File: config.mk
export PLATFORM = sky130hd
export DESIGN_NAME = dwc_cell
export DESIGN_NICKNAME = d
export VERILOG_FILES = /design/src/hw/rtl/dwc_pkg.sv /design/src/hw/rtl/dwc_cell.sv
export SDC_FILE = /design/constraint.sdc
export NUM_CORES = 1
export LEC_CHECK = 0
export BUFFER_PORTS_ARGS = -buffer_cell sky130_fd_sc_hd__buf_2
export CAP_MARGIN = 20
export CORE_ASPECT_RATIO = 0.75
export CORE_MARGIN = 2
export CORE_UTILIZATION = 55
export CTS_BUF_LIST = sky130_fd_sc_hd__clkbuf_16
export DETAILED_ROUTE_END_ITERATION = 8
export PLACE_DENSITY = 0.77
export REMOVE_ABC_BUFFERS = 1
export SLEW_MARGIN = 5
export SYNTH_ARGS = -nofsm -noshare
export SYNTH_HDL_FRONTEND = slang
export SYNTH_SLANG_ARGS = --single-unit
File: constraint.sdc
create_clock -name clk -period 10.2 [get_ports clk]
set_clock_uncertainty 0.05 [all_clocks]
set_input_delay 2.04 -clock clk [delete_from_list [all_inputs] [get_ports clk]]
set_output_delay 2.04 -clock clk [all_outputs]
set_load 0.005 [all_outputs]
File: src/hw/rtl/dwc_pkg.sv
// Shared types, constants and helpers of the 3x3 depthwise convolution block.
package dwc_pkg;

  localparam int WIDTH_MAX_DEF = 1024;
  localparam int HEIGHT_LIMIT  = 1024;
  localparam int PIXEL_BITS    = 16;
  localparam int WEIGHT_BITS   = 16;
  localparam int PROD_BITS     = PIXEL_BITS + WEIGHT_BITS;
  localparam int SUM_BITS      = 36;
  localparam int DIM_BITS      = 11;
  localparam int ROW_BITS      = 10;
  localparam int WREG_BITS     = 48;
  localparam int KSIZE         = 3;
  localparam int EDGE          = 2;
  localparam int DATA_BITS     = 64;
  localparam int ADDR_BITS     = 6;

  typedef logic signed [PIXEL_BITS-1:0]  pixel_t;
  typedef logic signed [WEIGHT_BITS-1:0] weight_t;
  typedef logic signed [PROD_BITS-1:0]   prod_t;
  typedef logic signed [SUM_BITS-1:0]    sum_t;

  typedef enum logic [2:0] {
    REG_WIDTH   = 3'd0,
    REG_HEIGHT  = 3'd1,
    REG_W_TOP   = 3'd2,
    REG_W_MID   = 3'd3,
    REG_W_BOT   = 3'd4
  } dwc_reg_e;

  typedef struct packed {
    pixel_t pixel;
    logic   frame_start;
  } dwc_in_t;

  typedef struct packed {
    sum_t conv_sum;
    logic frame_last;
  } dwc_out_t;

  typedef struct packed {
    logic shift;
    logic capture;
  } dwc_cell_ctrl_t;

  typedef struct packed {
    logic valid;
    logic last;
  } dwc_tag_t;

  function automatic sum_t widen(prod_t p);
    return sum_t'(p);
  endfunction

endpackage

File: src/hw/rtl/dwc_cell.sv
// One window cell: holds a pixel, passes it left, registers its weighted product.
module dwc_cell import dwc_pkg::*; (
  input  logic           clk,
  input  dwc_cell_ctrl_t ctrl,
  input  pixel_t         pix_in,
  input  weight_t        weight,
  output pixel_t         pix_out,
  output prod_t          prod
);

  pixel_t pix_r;
  prod_t  prod_r;

  always_ff @(posedge clk) begin
    if (ctrl.shift) begin
      pix_r <= pix_in;
    end
    if (ctrl.capture) begin
      prod_r <= prod_t'(pix_r) * prod_t'(weight);
    end
  end

  assign pix_out = pix_r;
  assign prod    = prod_r;

endmodule

### After elaboration in Yosys (flattened, before gate mapping)

Cells that the tools add are included.

| cells by class | value |
|---|---|
| multiply operators | 1 |

Operator list:

| operator | number |
|---|---|
| $mul 16x16->32 | 1 |

| word-level totals | value |
|---|---|
| register bits | 48 |
| bits of input ports | 35 |
| output and inout port bits | 48 |
| word-level logic and storage cells | 3 |

### Longest topological paths before layout

| depth | value |
|---|---|
| depth in word-level cells | 1 |
| gate-level depth with buffers | 22 |
| mapped depth without buffers | 21 |

### Worst setup path after synthesis

Ideal clock, no wire load.

| path | value |
|---|---|
| path kind | input port to flip-flop |
| start | input weight[1] |
| end | register prod_r[31] (netlist: prod[31]), data pin |
| stages on the path | 20 |
| data required time | 9.884 ns |
| data arrival time | 7.484 ns |
| library setup time | 0.266 ns |
| slack | 2.400 ns |
| buffers on the path | 1 |
| cells stage by stage | clkbuf_1 > nand2_1 > inv_1 > fa_1 > fa_1 > fa_1 > fa_1 > fa_1 > inv_1 > fa_1 > inv_1 > ha_1 > nand3_1 > a211oi_1 > a22o_1 > a211o_1 > and3_4 > a221o_1 > nor4_1 > nor3_1 |

| between the ends | value |
|---|---|
| word-level cells in the longest chain between the ends | 1 |

Ends and longest elaborated chain:

| element | RTL line | text |
|---|---|---|
| from (decl) | dwc_cell.sv:6 | `input weight_t weight,` |
| $mul 16x16->32 | dwc_cell.sv:19 | `prod_r <= prod_t'(pix_r) * prod_t'(weight);` |
| to (signal assigned) | dwc_cell.sv:19 |  |
| to (decl) | dwc_cell.sv:12 | `prod_t prod_r;` |

Every way passes these cells.
A chain may end at the register's enable or synchronous reset.

### Final worst setup path

| path | value |
|---|---|
| start | input weight[7] |
| end | register prod_r[31] (netlist: prod[31]), data pin |

The elaborated chain is that of the path after synthesis.

==> results <==
- The run finished with clean final reports.
- In the final layout, the share of cells above drive strength 1 is 7.861%.
- The part of the cycle the worst path needs is 78.86%.
- The initial antenna violation count is 0.
- In this design, the stage delay of the slowest critical-path cell is 0.57 ns.
- The tightest min-delay check is of the reg2reg type.
- Grouping stages by cell kind, the critical path spends the most delay in adder cells.
- The data arrival time of the critical path is 8.03 ns.
- The starting DRC count in detailed routing is 579.
- STA classifies the critical path endpoint as a flip-flop.
- STA puts the critical path data required time at 10.19 ns.
- In this run the tightest slew margin relative to its limit is 42.07%.
- The first detailed-routing pass took 5 iterations.
- The share of the core filled with cells is 59.57%.
- The global-route total usage across every layer is 26.58%.
- The most used flip-flop cell after synthesis is sky130_fd_sc_hd__edfxtp_1.
- sky130_fd_sc_hd__fa_1 takes more of the synthesized area than any other cell.
- The width of the die is 169.2 µm.
- The row count is 45.
- For this run, design rule violations remaining after detail routing come to 0.
- The clock-pin slew on the worst setup and hold paths is 0.07 ns.
- The Yosys warning count is 0.
- Detailed routing inserted a total of 7613 vias.
- The standard cell core area is 20160 µm².
- The area added between synthesis and finish is 6.717%.
- The total clock sinks is 48.
- The antenna violation net count after detailed routing is 0.
- The type of the setup path with the least slack is in2reg.
- The TritonCTS clock tree is yes.
- After synthesis, the share of flip-flops with an asynchronous set or reset is 0%.
- The via density per instance is 5.283.
- Summing every instance area after synthesis gives 11250 µm².
- Synthesis produced 1125 cells.
- Derived from the worst setup path, the maximum achievable clock frequency is 0.1243 GHz.
- STA classifies the critical path startpoint as a primary input.
- The remaining global-route overflow is 0.
- The number of global-route vias before repair is 8354.
- During placement, the flow inserted port buffers numbering 82.
- The dominant cell type by count on the critical path is sky130_fd_sc_hd__fa_1.
- The cell at the root of the clock tree is sky130_fd_sc_hd__clkbuf_16.
- The post-CTS repair timing setup buffer count is 0.
- At the end of the flow, the number of nets in the layout was 1561.
- Ranked by total cell area, the synthesized netlist is headed by sky130_fd_sc_hd__fa_1 47%, sky130_fd_sc_hd__edfxtp_1 13%, sky130_fd_sc_hd__inv_1 9.6%, sky130_fd_sc_hd__ha_1 9.1%, sky130_fd_sc_hd__and2_1 6.9%.
- The number of cells upsized or downsized after cts is 0.
- The synthesized design contains 48 register bits.
- The initial standard-cell utilization of the core is 55.82%.
- The vertical die dimension is 127.9 µm.
- In the synthesized netlist, the cells that appear most often are 288 x sky130_fd_sc_hd__inv_1, 262 x sky130_fd_sc_hd__fa_1, 127 x sky130_fd_sc_hd__nand2_1.
- The maximum fanout count along the critical path is 16.
- Counting the buffers created by CTS gives 5.
- In the final timing run, aggregate negative setup slack is 0 ns.
- The maximum number of pins on one net before global-route repair is 33.
- The final worst hold slack is 1.024 ns.
- The worst path needs 8.044 ns of the cycle, external delays included.
- The number of library cell types mapped by synthesis is 47.
- The global placer's final weighted congestion is 0.8905.
- Traced cell by cell, the critical path runs through buf_2 > nand2_1 > fa_1 > inv_1 > fa_1 > inv_1 > fa_1 > inv_1 > fa_1 > fa_1 > inv_1 > fa_1 > inv_1 > ha_1 > a21oi_1 > o21ai_0 > a22o_1 > a211o_1 > and3_4 > a221o_1 > nor4_1 > nor3_1.
- Dividing the detail-routed wire length by the instance count gives 17.84 µm.
- After detailed routing, the total wire length is 25700 µm.
- The number of buffers inserted for hold repair after clock tree synthesis is 0.
- The top cell type by area accounts for 46.61% of the synthesized area.
- After detailed placement, the design holds a cell count of 1433.
- The actual transition at the worst max-transition pin is 0.8689 ns.
- The number of antenna diodes in the final layout is 0.
- The die covers 21630 µm².
- For this design the top-level I/O count stands at 83.
- The clock passes through at most 2 buffers.
- The detailed placement HPWL is 21010 µm.
- The synthesized area per cell is 10.00 µm².
- Setup violations remaining at the end of the flow were counted as 0.
- The sequential element share of the synthesized area is 12.81%.
- Max-cap violations in this run came to 0.
- Together, buffers and inverters on the worst path number 6.
- The number of max-slew violations in the final report is 0.
- The number of flops mapped to enable cells by yosys is 48.
- The slowest stage of the critical path is the sky130_fd_sc_hd__fa_1 cell.
- The H-tree depth is 2.
- Setup repair after global routing left no endpoint under its margin.
- The cell with the most instances after synthesis is sky130_fd_sc_hd__inv_1.
- The final hold violation count came to 0.
- Clock latency on the worst-skew pair, taken at its later pin, is 0.30 ns.
- The first-pass GRT wire length is 44130 µm.
- Leaving out filler cells and counting taps, the final layout contains 1441.
-- worst reg2reg max path: stages (launching register included) --
cell,delay [ns]
sky130_fd_sc_hd__edfxtp_1,0.88
sky130_fd_sc_hd__nand2_1,0.16
sky130_fd_sc_hd__fa_1,0.52
sky130_fd_sc_hd__inv_1,0.05
sky130_fd_sc_hd__fa_1,0.51
sky130_fd_sc_hd__inv_1,0.07
sky130_fd_sc_hd__fa_1,0.54
sky130_fd_sc_hd__inv_1,0.06
sky130_fd_sc_hd__fa_1,0.45
sky130_fd_sc_hd__fa_1,0.50
sky130_fd_sc_hd__inv_1,0.05
sky130_fd_sc_hd__fa_1,0.55
sky130_fd_sc_hd__inv_1,0.06
sky130_fd_sc_hd__ha_1,0.36
sky130_fd_sc_hd__a21oi_1,0.20
sky130_fd_sc_hd__o21ai_0,0.16
sky130_fd_sc_hd__a22o_1,0.23
sky130_fd_sc_hd__a211o_1,0.29
sky130_fd_sc_hd__and3_4,0.18
sky130_fd_sc_hd__a221o_1,0.39
sky130_fd_sc_hd__nor4_1,0.25
sky130_fd_sc_hd__nor3_1,0.09
-- state kept, by name (all words and copies together) (netlist names) --
| signal | cells |
|---|---|
| pix_out | 16 |
| prod | 32 |
-- cells by family after synthesis --
kind of cell               after synthesis  share of synthesized area (%)
DFF                                     48                          12.81
adders and majority gates              344                          55.73
xor gates and xnor gates                34                          2.647
AOI/OAI and AO/OA                       73                          4.381
and+or+nand+nor                        306                          13.76
buffers and inverters                  320                          10.67
-- placed cells by master, fill, tap and decap left out, types with 2 or more instances in the layout --
master / count
sky130_fd_sc_hd__a21o_1: 11
sky130_fd_sc_hd__buf_2: 82
sky130_fd_sc_hd__a221o_1: 2
sky130_fd_sc_hd__o41ai_1: 2
sky130_fd_sc_hd__o21a_1: 3
sky130_fd_sc_hd__and3_1: 5
sky130_fd_sc_hd__a211oi_1: 2
sky130_fd_sc_hd__and2_1: 124
sky130_fd_sc_hd__nor2b_1: 2
sky130_fd_sc_hd__edfxtp_1: 48
sky130_fd_sc_hd__clkbuf_16: 5
sky130_fd_sc_hd__nor3_1: 3
sky130_fd_sc_hd__nand2_1: 127
sky130_fd_sc_hd__xor2_1: 6
sky130_fd_sc_hd__fa_1: 262
sky130_fd_sc_hd__nand2b_1: 8
sky130_fd_sc_hd__inv_1: 288
sky130_fd_sc_hd__xnor2_1: 28
sky130_fd_sc_hd__o211ai_1: 2
sky130_fd_sc_hd__o21ai_0: 10
sky130_fd_sc_hd__o21bai_1: 2
sky130_fd_sc_hd__o31ai_1: 2
sky130_fd_sc_hd__nand4_1: 2
sky130_fd_sc_hd__a31oi_1: 4
sky130_fd_sc_hd__ha_1: 82
sky130_fd_sc_hd__a21oi_1: 23
sky130_fd_sc_hd__nor2_1: 25
-- through the flow --
| stage | setup WS [ns] | area [µm²] |
|---|---|---|
| after floorplan | 2.601 | 11130 |
| after global placement | 2.000 | 11870 |
| after detailed placement | 1.919 | 11870 |
| after CTS | 2.190 | 12010 |
| after global routing | 1.890 | 12010 |
| final | 2.156 | 12010 |
-- routing by layer --
metal	track usage [%]	part of all wire (%)
met5	0	0
met4	4.776	1.2
met3	7.718	11
met2	37.62	42
met1	41.21	46
-- worst paths after layout --
check / startpoint / end / slack [ns] / cells after the start
worst max-delay path: weight[7] / prod[31] / 2.16 / 22
worst min-delay path: pix_out[0] / prod[0] / 1.02 / 1
worst min register to register: pix_out[0] / prod[0] / 1.02 / 1
worst max register to register: pix_out[5] / prod[31] / 3.35 / 21
-- area by class of cell --
type,instances,area (µm²)
clock inverter,3,17.52
fill,1672,8149
timing repair buffer,82,410.4
sequential,48,1441
tap,258,322.8
inverter,288,1081
multi-input combinational,757,8610
clock buffer,5,125.1
Power is not shown: default switching activity piles up to over one toggle a cycle in this logic, so the estimate is an artifact.
